[config.mk]
export PLATFORM = sky130hd
export DESIGN_NAME = camera_vector_rotator_unit
export DESIGN_NICKNAME = d
export VERILOG_FILES = /design/src/hw/rtl/cvr_pkg.sv /design/src/hw/rtl/cvr_gain_mult.sv /design/src/hw/rtl/cvr_cordic.sv /design/src/hw/rtl/camera_vector_rotator_unit.sv
export SDC_FILE = /design/constraint.sdc
export NUM_CORES = 2
export LEC_CHECK = 0
export BUFFER_PORTS_ARGS = -buffer_cell sky130_fd_sc_hd__buf_2
export CORE_UTILIZATION = 50
export DETAILED_ROUTE_END_ITERATION = 6
export PLACE_DENSITY = 0.75
export SLEW_MARGIN = 10
export SYNTH_ARGS = -nofsm -noshare
export SYNTH_HDL_FRONTEND = slang
export SYNTH_SLANG_ARGS = --single-unit
[constraint.sdc]
create_clock -name clk -period 9.6 [get_ports clk]
set_input_delay 2.88 -clock clk [delete_from_list [all_inputs] [get_ports clk]]
set_output_delay 2.88 -clock clk [all_outputs]
set_load 0.05 [all_outputs]
[src/hw/rtl/cvr_pkg.sv]
// Shared types, constants and helper functions for the camera vector rotator.
package cvr_pkg;

    // Sizing
    localparam int VECTOR_BITS  = 16;
    localparam int CORDIC_STEPS = 16;
    localparam int GUARD_BITS   = 16;
    localparam int ANGLE_BITS   = 24;
    localparam int Z_BITS       = ANGLE_BITS + 1;
    localparam int ATAN_ENTRIES = 24;
    localparam int ATAN_IDX_W   = $clog2(ATAN_ENTRIES);
    localparam int STEP_W       = (CORDIC_STEPS > 1) ? $clog2(CORDIC_STEPS) : 1;

    // Datapath widths: CORDIC word carries guard bits plus headroom for gain
    localparam int CW      = VECTOR_BITS + GUARD_BITS + 3;
    localparam int RW      = CW - GUARD_BITS;
    localparam int MB      = (VECTOR_BITS > GUARD_BITS + 1) ? VECTOR_BITS : GUARD_BITS + 1;
    localparam int MCNT_W  = $clog2(MB);
    localparam int GAIN_W  = 32;
    localparam int HI_W    = GAIN_W + MB - GUARD_BITS;

    // CORDIC gain inverse, Q0.32
    localparam logic [GAIN_W-1:0] GAIN_INV = 32'h9B74EDA8;

    localparam longint VEC_MAX = (64'sd1 <<< (VECTOR_BITS - 1)) - 64'sd1;
    localparam longint VEC_MIN = -VEC_MAX - 64'sd1;

    localparam logic signed [Z_BITS-1:0] QUARTER_TURN = Z_BITS'(4194304);

    // Configuration register indexes
    localparam logic [1:0] CFG_CENTER_COLUMN = 2'd0;
    localparam logic [1:0] CFG_ANGLE_STEP    = 2'd1;
    localparam logic [1:0] CFG_MOUSE_LOOK_ON = 2'd2;

    typedef logic signed [VECTOR_BITS-1:0] vec_t;
    typedef logic signed [CW-1:0]          cw_t;
    typedef logic signed [ANGLE_BITS-1:0]  angle_t;
    typedef logic signed [Z_BITS-1:0]      z_t;

    // Clamp an integer to the vector range
    function automatic vec_t sat_int(input longint v);
        longint t;
        t = v;
        if (t > VEC_MAX) t = VEC_MAX;
        if (t < VEC_MIN) t = VEC_MIN;
        return VECTOR_BITS'(t);
    endfunction

    // Low 16 bits of a vector, sign extended where the vector is narrower
    function automatic logic [15:0] out16(input vec_t v);
        longint t;
        t = longint'(v);
        return t[15:0];
    endfunction

    localparam vec_t DIR_X_RST   = sat_int(64'sd16384);
    localparam vec_t DIR_Y_RST   = sat_int(64'sd0);
    localparam vec_t PLANE_X_RST = sat_int(64'sd0);
    localparam vec_t PLANE_Y_RST = sat_int(64'sd10813);

    // Arctangent of 2^-i in 2^-24 turn units
    function automatic z_t atan_turns(input logic [ATAN_IDX_W-1:0] idx);
        z_t r;
        case (idx)
            5'd0:    r = Z_BITS'(2097152);
            5'd1:    r = Z_BITS'(1238021);
            5'd2:    r = Z_BITS'(654136);
            5'd3:    r = Z_BITS'(332050);
            5'd4:    r = Z_BITS'(166669);
            5'd5:    r = Z_BITS'(83416);
            5'd6:    r = Z_BITS'(41718);
            5'd7:    r = Z_BITS'(20860);
            5'd8:    r = Z_BITS'(10430);
            5'd9:    r = Z_BITS'(5215);
            5'd10:   r = Z_BITS'(2608);
            5'd11:   r = Z_BITS'(1304);
            5'd12:   r = Z_BITS'(652);
            5'd13:   r = Z_BITS'(326);
            5'd14:   r = Z_BITS'(163);
            5'd15:   r = Z_BITS'(81);
            5'd16:   r = Z_BITS'(41);
            5'd17:   r = Z_BITS'(20);
            5'd18:   r = Z_BITS'(10);
            5'd19:   r = Z_BITS'(5);
            5'd20:   r = Z_BITS'(3);
            5'd21:   r = Z_BITS'(1);
            5'd22:   r = Z_BITS'(1);
            default: r = '0;
        endcase
        return r;
    endfunction

endpackage

[src/hw/rtl/cvr_gain_mult.sv]
// Bit-serial multiply of a vector component by the CORDIC gain inverse, with rounding.
module cvr_gain_mult
    import cvr_pkg::*;
(
    input  logic clk,
    input  logic rst_n,
    input  logic start,
    input  vec_t din,
    output logic done,
    output cw_t  prod
);

    logic              run_reg;
    logic [MCNT_W-1:0] cnt_reg;
    logic              done_reg;
    logic              neg_reg;
    logic [MB-1:0]     mag_reg;
    logic [GAIN_W-1:0] acc_reg;
    logic [MB-1:0]     low_reg;

    logic [VECTOR_BITS-1:0] mag_in;
    logic [GAIN_W:0]        sum;
    logic [HI_W-1:0]        hi;
    logic [HI_W-1:0]        rounded;

    // Take the magnitude; the most negative value maps to its unsigned magnitude
    assign mag_in = din[VECTOR_BITS-1] ? (VECTOR_BITS'(0) - $unsigned(din)) : $unsigned(din);

    // Add the gain when the current multiplier bit is set
    assign sum = {1'b0, acc_reg} + (mag_reg[0] ? {1'b0, GAIN_INV} : '0);

    // Round half up at the guard bits and restore the sign
    assign hi      = {acc_reg, low_reg[MB-1:GUARD_BITS]};
    assign rounded = hi + HI_W'(low_reg[GUARD_BITS-1]);
    assign prod    = neg_reg ? (CW'(0) - cw_t'(CW'(rounded))) : cw_t'(CW'(rounded));
    assign done    = done_reg;

    // Shift one multiplier bit per cycle, LSB first
    always_ff @(posedge clk or negedge rst_n)
    begin
        if (!rst_n)
        begin
            run_reg  <= 1'b0;
            cnt_reg  <= '0;
            done_reg <= 1'b0;
            neg_reg  <= 1'b0;
            mag_reg  <= '0;
            acc_reg  <= '0;
            low_reg  <= '0;
        end
        else
        begin
            done_reg <= 1'b0;
            if (start)
            begin
                run_reg <= 1'b1;
                cnt_reg <= '0;
                neg_reg <= din[VECTOR_BITS-1];
                mag_reg <= MB'(mag_in);
                acc_reg <= '0;
                low_reg <= '0;
            end
            else if (run_reg)
            begin
                acc_reg <= sum[GAIN_W:1];
                low_reg <= {sum[0], low_reg[MB-1:1]};
                mag_reg <= {1'b0, mag_reg[MB-1:1]};
                cnt_reg <= cnt_reg + 1'b1;
                if (cnt_reg == MCNT_W'(MB - 1))
                begin
                    run_reg  <= 1'b0;
                    done_reg <= 1'b1;
                end
            end
        end
    end

endmodule

[src/hw/rtl/cvr_cordic.sv]
// Gain-compensated iterative CORDIC rotation of one vector with rounding and saturation.
module cvr_cordic
    import cvr_pkg::*;
(
    input  logic   clk,
    input  logic   rst_n,
    input  logic   start,
    input  angle_t angle,
    input  vec_t   x_in,
    input  vec_t   y_in,
    output logic   done,
    output vec_t   x_out,
    output vec_t   y_out
);

    typedef enum logic [1:0] {ST_IDLE, ST_SCALE, ST_ITER, ST_ROUND} state_t;

    localparam logic signed [RW-1:0] RND_MAX = RW'(VEC_MAX);
    localparam logic signed [RW-1:0] RND_MIN = RW'(VEC_MIN);
    localparam cw_t                  HALF_LSB = cw_t'(CW'(1) << (GUARD_BITS - 1));

    state_t            state_reg;
    logic [STEP_W-1:0] step_reg;
    logic              done_reg;
    z_t                z_reg;
    cw_t               x_reg;
    cw_t               y_reg;
    vec_t              x_out_reg;
    vec_t              y_out_reg;

    logic mx_done;
    logic my_done;
    cw_t  mx_prod;
    cw_t  my_prod;

    z_t   z_fold_next;
    cw_t  x_fold_next;
    cw_t  y_fold_next;
    z_t   z_iter_next;
    cw_t  x_iter_next;
    cw_t  y_iter_next;
    cw_t  xs;
    cw_t  ys;
    z_t   atan_v;
    cw_t  x_sum;
    cw_t  y_sum;
    logic signed [RW-1:0] x_rnd;
    logic signed [RW-1:0] y_rnd;
    vec_t x_sat_next;
    vec_t y_sat_next;

    cvr_gain_mult u_mult_x (
        .clk   (clk),
        .rst_n (rst_n),
        .start (start),
        .din   (x_in),
        .done  (mx_done),
        .prod  (mx_prod)
    );

    cvr_gain_mult u_mult_y (
        .clk   (clk),
        .rst_n (rst_n),
        .start (start),
        .din   (y_in),
        .done  (my_done),
        .prod  (my_prod)
    );

    // Bring the angle into a quarter turn either side of zero by exact swaps
    always_comb
    begin
        z_fold_next = z_reg;
        x_fold_next = mx_prod;
        y_fold_next = my_prod;
        if (z_reg > QUARTER_TURN)
        begin
            x_fold_next = CW'(0) - my_prod;
            y_fold_next = mx_prod;
            z_fold_next = z_reg - QUARTER_TURN;
        end
        else if (z_reg < -QUARTER_TURN)
        begin
            x_fold_next = my_prod;
            y_fold_next = CW'(0) - mx_prod;
            z_fold_next = z_reg + QUARTER_TURN;
        end
    end

    // One micro-rotation; a zero residual turns counterclockwise
    always_comb
    begin
        xs     = x_reg >>> step_reg;
        ys     = y_reg >>> step_reg;
        atan_v = atan_turns(ATAN_IDX_W'(step_reg));
        if (!z_reg[Z_BITS-1])
        begin
            x_iter_next = x_reg - ys;
            y_iter_next = y_reg + xs;
            z_iter_next = z_reg - atan_v;
        end
        else
        begin
            x_iter_next = x_reg + ys;
            y_iter_next = y_reg - xs;
            z_iter_next = z_reg + atan_v;
        end
    end

    // Drop the guard bits with rounding and clamp to the vector range
    always_comb
    begin
        x_sum = x_reg + HALF_LSB;
        y_sum = y_reg + HALF_LSB;
        x_rnd = x_sum[CW-1:GUARD_BITS];
        y_rnd = y_sum[CW-1:GUARD_BITS];
        if (x_rnd > RND_MAX)
            x_sat_next = VECTOR_BITS'(RND_MAX);
        else if (x_rnd < RND_MIN)
            x_sat_next = VECTOR_BITS'(RND_MIN);
        else
            x_sat_next = x_rnd[VECTOR_BITS-1:0];
        if (y_rnd > RND_MAX)
            y_sat_next = VECTOR_BITS'(RND_MAX);
        else if (y_rnd < RND_MIN)
            y_sat_next = VECTOR_BITS'(RND_MIN);
        else
            y_sat_next = y_rnd[VECTOR_BITS-1:0];
    end

    // Sequence prescale, micro-steps and final rounding
    always_ff @(posedge clk or negedge rst_n)
    begin
        if (!rst_n)
        begin
            state_reg <= ST_IDLE;
            step_reg  <= '0;
            done_reg  <= 1'b0;
            z_reg     <= '0;
            x_reg     <= '0;
            y_reg     <= '0;
            x_out_reg <= '0;
            y_out_reg <= '0;
        end
        else
        begin
            done_reg <= 1'b0;
            case (state_reg)
                ST_IDLE:
                begin
                    if (start)
                    begin
                        z_reg     <= Z_BITS'(angle);
                        state_reg <= ST_SCALE;
                    end
                end
                ST_SCALE:
                begin
                    if (mx_done && my_done)
                    begin
                        x_reg     <= x_fold_next;
                        y_reg     <= y_fold_next;
                        z_reg     <= z_fold_next;
                        step_reg  <= '0;
                        state_reg <= ST_ITER;
                    end
                end
                ST_ITER:
                begin
                    x_reg    <= x_iter_next;
                    y_reg    <= y_iter_next;
                    z_reg    <= z_iter_next;
                    step_reg <= step_reg + 1'b1;
                    if (step_reg == STEP_W'(CORDIC_STEPS - 1))
                        state_reg <= ST_ROUND;
                end
                ST_ROUND:
                begin
                    x_out_reg <= x_sat_next;
                    y_out_reg <= y_sat_next;
                    done_reg  <= 1'b1;
                    state_reg <= ST_IDLE;
                end
                default:
                begin
                    state_reg <= ST_IDLE;
                end
            endcase
        end
    end

    assign done  = done_reg;
    assign x_out = x_out_reg;
    assign y_out = y_out_reg;

endmodule

[src/hw/rtl/camera_vector_rotator_unit.sv]
// Top level of the camera vector rotator: handshakes, configuration, vector state.
//
// Holds the camera direction and plane vectors (signed Q2.14) and answers every input
// transaction with one output transaction carrying the current vectors and a turned flag.
// A load transaction, or a move that does not turn (mouse look off or pointer at the
// centre column), goes from acceptance straight to the result state, which registers
// its result once the output register is free. A turning move forms the angle, starts
// the rotators, runs a bit-serial gain multiply (one multiplier bit per cycle), folds
// the angle, runs the 16 CORDIC micro-steps (one per cycle), rounds, collects the
// rotated vectors and then registers the result. Direction and plane rotate in two
// CORDIC units side by side. One transaction is in work at a time; a finished result
// sits in the output register, so the next input transaction is taken while it waits.
// Configuration writes are taken every cycle and belong in idle periods.
module camera_vector_rotator_unit
    import cvr_pkg::*;
(
    input  logic        clk,
    input  logic        rst_n,

    input  logic        cfg_valid,
    output logic        cfg_ready,
    input  logic [1:0]  cfg_index,
    input  logic [15:0] cfg_data,

    input  logic        in_valid,
    output logic        in_ready,
    input  logic        kind,
    input  logic [11:0] mouse_column,
    input  logic signed [15:0] load_dir_x,
    input  logic signed [15:0] load_dir_y,
    input  logic signed [15:0] load_plane_x,
    input  logic signed [15:0] load_plane_y,

    output logic        out_valid,
    input  logic        out_ready,
    output logic signed [15:0] dir_x_out,
    output logic signed [15:0] dir_y_out,
    output logic signed [15:0] plane_x_out,
    output logic signed [15:0] plane_y_out,
    output logic        turned
);

    typedef enum logic [1:0] {ST_IDLE, ST_ANGLE, ST_ROT, ST_RESULT} state_t;

    state_t      state_reg;
    logic [11:0] center_column_reg;
    logic [15:0] angle_step_reg;
    logic        mouse_look_on_reg;
    logic [11:0] col_reg;
    angle_t      angle_reg;
    logic        cord_start_reg;
    logic        turned_reg;

    vec_t dir_x_reg;
    vec_t dir_y_reg;
    vec_t plane_x_reg;
    vec_t plane_y_reg;

    logic        out_valid_reg;
    logic [15:0] dir_x_out_reg;
    logic [15:0] dir_y_out_reg;
    logic [15:0] plane_x_out_reg;
    logic [15:0] plane_y_out_reg;
    logic        turned_out_reg;

    logic                in_fire;
    logic                out_free;
    logic signed [12:0]  diff;
    logic signed [29:0]  angle_prod;
    angle_t              angle_next;

    logic dir_done;
    logic plane_done;
    vec_t dir_x_rot;
    vec_t dir_y_rot;
    vec_t plane_x_rot;
    vec_t plane_y_rot;

    assign cfg_ready = 1'b1;
    assign in_ready  = (state_reg == ST_IDLE);
    assign in_fire   = in_valid && in_ready;
    assign out_free  = !out_valid_reg || out_ready;

    // Angle = step * (centre - column), wrapped to a signed 24-bit turn fraction
    assign diff       = $signed({1'b0, center_column_reg}) - $signed({1'b0, col_reg});
    assign angle_prod = $signed({1'b0, angle_step_reg}) * diff;
    assign angle_next = angle_prod[ANGLE_BITS-1:0];

    cvr_cordic u_rot_dir (
        .clk   (clk),
        .rst_n (rst_n),
        .start (cord_start_reg),
        .angle (angle_reg),
        .x_in  (dir_x_reg),
        .y_in  (dir_y_reg),
        .done  (dir_done),
        .x_out (dir_x_rot),
        .y_out (dir_y_rot)
    );

    cvr_cordic u_rot_plane (
        .clk   (clk),
        .rst_n (rst_n),
        .start (cord_start_reg),
        .angle (angle_reg),
        .x_in  (plane_x_reg),
        .y_in  (plane_y_reg),
        .done  (plane_done),
        .x_out (plane_x_rot),
        .y_out (plane_y_rot)
    );

    // Configuration writes
    always_ff @(posedge clk or negedge rst_n)
    begin
        if (!rst_n)
        begin
            center_column_reg <= 12'd640;
            angle_step_reg    <= 16'd100;
            mouse_look_on_reg <= 1'b1;
        end
        else if (cfg_valid && cfg_ready)
        begin
            case (cfg_index)
                CFG_CENTER_COLUMN: center_column_reg <= cfg_data[11:0];
                CFG_ANGLE_STEP:    angle_step_reg    <= cfg_data;
                CFG_MOUSE_LOOK_ON: mouse_look_on_reg <= cfg_data[0];
                default:           ;
            endcase
        end
    end

    // Transaction sequencing, vector state and output register
    always_ff @(posedge clk or negedge rst_n)
    begin
        if (!rst_n)
        begin
            state_reg       <= ST_IDLE;
            col_reg         <= '0;
            angle_reg       <= '0;
            cord_start_reg  <= 1'b0;
            turned_reg      <= 1'b0;
            dir_x_reg       <= DIR_X_RST;
            dir_y_reg       <= DIR_Y_RST;
            plane_x_reg     <= PLANE_X_RST;
            plane_y_reg     <= PLANE_Y_RST;
            out_valid_reg   <= 1'b0;
            dir_x_out_reg   <= '0;
            dir_y_out_reg   <= '0;
            plane_x_out_reg <= '0;
            plane_y_out_reg <= '0;
            turned_out_reg  <= 1'b0;
        end
        else
        begin
            cord_start_reg <= 1'b0;
            if (out_valid_reg && out_ready)
                out_valid_reg <= 1'b0;

            case (state_reg)
                ST_IDLE:
                begin
                    if (in_fire)
                    begin
                        col_reg    <= mouse_column;
                        turned_reg <= 1'b0;
                        if (kind)
                        begin
                            dir_x_reg   <= sat_int(longint'(load_dir_x));
                            dir_y_reg   <= sat_int(longint'(load_dir_y));
                            plane_x_reg <= sat_int(longint'(load_plane_x));
                            plane_y_reg <= sat_int(longint'(load_plane_y));
                            state_reg   <= ST_RESULT;
                        end
                        else if (mouse_look_on_reg && (mouse_column != center_column_reg))
                            state_reg <= ST_ANGLE;
                        else
                            state_reg <= ST_RESULT;
                    end
                end
                ST_ANGLE:
                begin
                    angle_reg      <= angle_next;
                    cord_start_reg <= 1'b1;
                    state_reg      <= ST_ROT;
                end
                ST_ROT:
                begin
                    if (dir_done && plane_done)
                    begin
                        dir_x_reg   <= dir_x_rot;
                        dir_y_reg   <= dir_y_rot;
                        plane_x_reg <= plane_x_rot;
                        plane_y_reg <= plane_y_rot;
                        turned_reg  <= 1'b1;
                        state_reg   <= ST_RESULT;
                    end
                end
                ST_RESULT:
                begin
                    if (out_free)
                    begin
                        out_valid_reg   <= 1'b1;
                        dir_x_out_reg   <= out16(dir_x_reg);
                        dir_y_out_reg   <= out16(dir_y_reg);
                        plane_x_out_reg <= out16(plane_x_reg);
                        plane_y_out_reg <= out16(plane_y_reg);
                        turned_out_reg  <= turned_reg;
                        state_reg       <= ST_IDLE;
                    end
                end
                default:
                begin
                    state_reg <= ST_IDLE;
                end
            endcase
        end
    end

    assign out_valid   = out_valid_reg;
    assign dir_x_out   = dir_x_out_reg;
    assign dir_y_out   = dir_y_out_reg;
    assign plane_x_out = plane_x_out_reg;
    assign plane_y_out = plane_y_out_reg;
    assign turned      = turned_out_reg;

    // The two rotators run in lockstep
    assert property (@(posedge clk) disable iff (!rst_n) dir_done == plane_done)
        else $error("direction and plane rotators finished on different cycles");

    // A rotator only finishes while a turning move is in work
    assert property (@(posedge clk) disable iff (!rst_n) dir_done |-> state_reg == ST_ROT)
        else $error("rotator finished outside the rotate phase");

    // The input is never ready again in the cycle after a transaction is accepted
    assert property (@(posedge clk) disable iff (!rst_n) in_fire |=> !in_ready)
        else $error("input taken again right after a transaction");

    // A turned result is only produced after a rotation
    assert property (@(posedge clk) disable iff (!rst_n)
        (state_reg == ST_RESULT && out_free && turned_reg) |-> $past(state_reg) != ST_IDLE)
        else $error("turned flag set without passing through the rotator");

endmodule

==> flow_metrics.env <==
export IMPL_critPathTopFamily="adder cells"
export IMPL_synthesis_area_um2=75490
export IMPL_hold_depth=2
export IMPL_yosysSeqAreaShare_pct=23.20
export IMPL_ctsLongestPathBuffers=3
export IMPL_synthFlopType="dfrtp_1"
export IMPL_grt_pass1_wl_um=375400
export IMPL_htree_num_levels=3
export IMPL_synth_top_family_by_area="compound AO/OA/AOI/OAI gates"
export IMPL_min_from="dir_y_out[0]"
export IMPL_rsz0062_at_grt="false"
export IMPL_top_usage_layer="met2"
export IMPL_reg2regPathDepth=31
export IMPL_status="finished clean"
export IMPL_fillers=13778
export IMPL_wl_per_cell_um=21.88
export IMPL_max_freq_mhz=116.1
export IMPL_min_period_over_period_pct=89.69
export IMPL_firstDrtPassIters=7
export IMPL_cts_resized=0
export IMPL_synthMuxAreaShare_pct=11.60
export IMPL_use_met3_pct=4.794
export IMPL_drive_gt1_share_pct=10.39
export IMPL_cts_sinks=699
export IMPL_cp_depth=31
export IMPL_regToRegEndpoint="angle_reg[21]"
export IMPL_end_kind="register"
export IMPL_synthDominantCellAreaShare_pct=22.67
export IMPL_die_h_um=390.6
export IMPL_clk_latency_ns=0.75
export IMPL_areaGrowthSynthToFinish_pct=6.412
export IMPL_antenna_found_initial=7
export IMPL_yosys_area_share_adder_pct=10.88
export IMPL_drt_initial_drc_count=6776
export IMPL_relSlewSlack_pct=22.55
export IMPL_via_count=69640
export IMPL_tightest_slew_ns=1.147
export IMPL_report_final_slew_viol_count=0
export IMPL_synth_compound_area_share_pct=20.11
export IMPL_cpPeakStageDelay_ns=0.56
export IMPL_cpMostUsedCell="fa_1"
export IMPL_cts_buffers=84
export IMPL_finalHoldViolCount=0
export IMPL_timing_rr_start="center_column_reg[0]"
export IMPL_io_pins=168
export IMPL_synthXorXnorAreaFrac_pct=10.21
export IMPL_path_buf_inv=5
export IMPL_initial_core_util_pct=50.40
export IMPL_num_rows=142
export IMPL_overflow=0
export IMPL_die_x_um=390.6
export IMPL_synth_edf_count=0
export IMPL_required_ns=10.18
export IMPL_use_met1_pct=40.81
export IMPL_whs_endpoint="dir_y_out[0]"
export IMPL_avgSynthCellArea_um2=8.339
export IMPL_portBuffers=166
export IMPL_grt_use_met2_pct=48.47
export IMPL_crit_arrival_ns=9.19
export IMPL_root_buffer="clkbuf_16"
export IMPL_yosys_area_share_simple_pct=19.00
export IMPL_wirelength_um=238500
export IMPL_path_max_fanout=13
export IMPL_core_area_um2=149800
export IMPL_hold_buffers=0
export IMPL_clk_pin_slew_ns=0.06
export IMPL_grt_pass1_vias=66287
export IMPL_synth_net_count=9717
export IMPL_crit_path_top_delay_cell="fa_1"
export IMPL_cts_setup_buffers=0
export IMPL_reg2reg_slack_ns=0.99
export IMPL_avgViaCountPerCell=6.387
export IMPL_yosys_top_cells_area="dfrtp_1 23%, ha_1 6.8%, xnor2_1 6.6%"
export IMPL_drv_cap=0
export IMPL_start_kind="register"
export IMPL_grt_use_total_pct=30.59
export IMPL_die_area_um2=152500
export IMPL_ant_nets=0
export IMPL_fin_crit_ns=8.610
export IMPL_yosysWarnings=0
export IMPL_drc=0
export IMPL_path_class="register to register"
export IMPL_finClkSkew_ns=0.05445
export IMPL_dp_hpwl_um=179700
export IMPL_async_flop_share_pct=100.0
export IMPL_ys_ff_latch=699
export IMPL_min_path_type="register to register"
export IMPL_syn_inst=9053
export IMPL_setup_viol=0
export IMPL_nets=9481
export IMPL_grt_max_degree=213
export IMPL_finalSetupTns_ns=0
export IMPL_synth_area_leader_cell="dfrtp_1"
export IMPL_gp_congestion=1.014
export IMPL_ys_types=115
export IMPL_cts_tree="built"
## worst max path at each step
stage                     slack (ns)       endpoint                  from
final                           0.99  angle_reg[21]  center_column_reg[0]
after global routing            0.47  angle_reg[21]  center_column_reg[0]
after CTS                       1.09  angle_reg[21]  center_column_reg[0]
after detailed placement        1.27  angle_reg[21]  center_column_reg[0]
after global placement          1.21  angle_reg[21]  center_column_reg[0]
after floorplan                 1.90  angle_reg[21]  center_column_reg[0]
## placed cells by master (no fill, tap or decap), types with 54 or more instances in the layout
master       n
o21ai_0    561
a21oi_1    635
buf_4       90
fa_1       154
a21o_1     114
buf_2      165
or3_1       77
nand4_1    112
and3_1     118
mux2_2     185
nor4_1      83
nor2_1     682
o211ai_1    98
and2_1     144
xor2_1     304
nor3_1     173
o21bai_1    58
dfrtp_1    669
nand2_1    883
a22oi_1     82
mux4_2     152
o31ai_1     80
xnor2_1    569
nor2b_1     75
o21a_1     101
a211oi_1    66
clkbuf_16   84
nand2b_1    69
mux2i_1    325
inv_1      370
nand3_1    253
ha_1       405
a31oi_1    126
o22ai_1     54
## cell families (layout without fill, tap and decap cells)
group,Yosys count,after routing
AND/OR/NAND/NOR,2918,2918
AO/OA/AOI/OAI,2372,2372
buffers and inverters,960,791
XOR/XNOR,877,877
flip-flops,699,699
multiplexers,662,662
adder cells (fa/ha/maj),564,564
other,1,4
## stage by stage
stage                     std cells  setup WS, ns  hold slack (ns)  cell area (um^2)  util (%)
after floorplan                9053         1.899           0.4430             75490         -
after global placement        10747         1.206           0.4656             77440     51.70
after detailed placement      10747         1.269           0.4629             77440     51.70
after CTS                     10900         1.088           0.4793             80320     53.63
after global routing          10902        0.4701           0.5016             80330     53.63
final                         10903        0.9898           0.4751             80330     53.63
## worst min-delay path: stages, from the launching register on
cell	delay [ns]
dfrtp_1	0.34
nand2_1	0.04
o21ai_0	0.06
## layer usage
metal | share of wire (%) | vias up | wire [um]
li1 | - | 32341 | -
met1 | 42 | 33866 | 99620
met2 | 45 | 2880 | 107900
met3 | 7.7 | 551 | 18460
met4 | 5.2 | 2 | 12500
met5 | 0.0055 | - | 13
## cells in the mapped netlist, types with 30 or more instances
master    count
a211oi_1     67
a21o_1      114
a21oi_1     637
a221oi_1     34
a22oi_1      82
a31o_2       30
a31oi_1     126
and2_1      144
and3_1      118
and4_1       45
buf_1        71
buf_2        62
clkbuf_1    429
dfrtp_1     684
fa_1        154
ha_1        410
inv_1       370
mux2_2      185
mux2i_1     325
mux4_2      152
nand2_1     885
nand2b_1     69
nand3_1     253
nand4_1     112
nor2_1      688
nor2b_1      75
nor3_1      173
nor4_1       83
o211ai_1     98
o21a_1      102
o21ai_0     564
o21bai_1     58
o221ai_1     45
o22ai_1      54
o31ai_1      80
o41ai_1      44
or2_2        48
or3_1        77
xnor2_1     571
xor2_1      304
## final cells by class
class / count / area [um^2] / share of cell area (%)
Inverter: 378 / 1419 / 1.766
Clock inverter: 30 / 469.2 / 0.5841
Clock buffer: 123 / 2419 / 3.011
Timing Repair Buffer: 260 / 1597 / 1.987
Sequential cell: 699 / 17540 / 21.83
Multi-Input combinational cell: 7394 / 54360 / 67.67
Antenna cell: 3 / 7.507 / 0.009345
Tap cell: 2016 / 2522 / 3.140
Power is left out: the tool's default activity adds up to more than one toggle a clock period on the data nets, which glitch-free logic cannot reach.
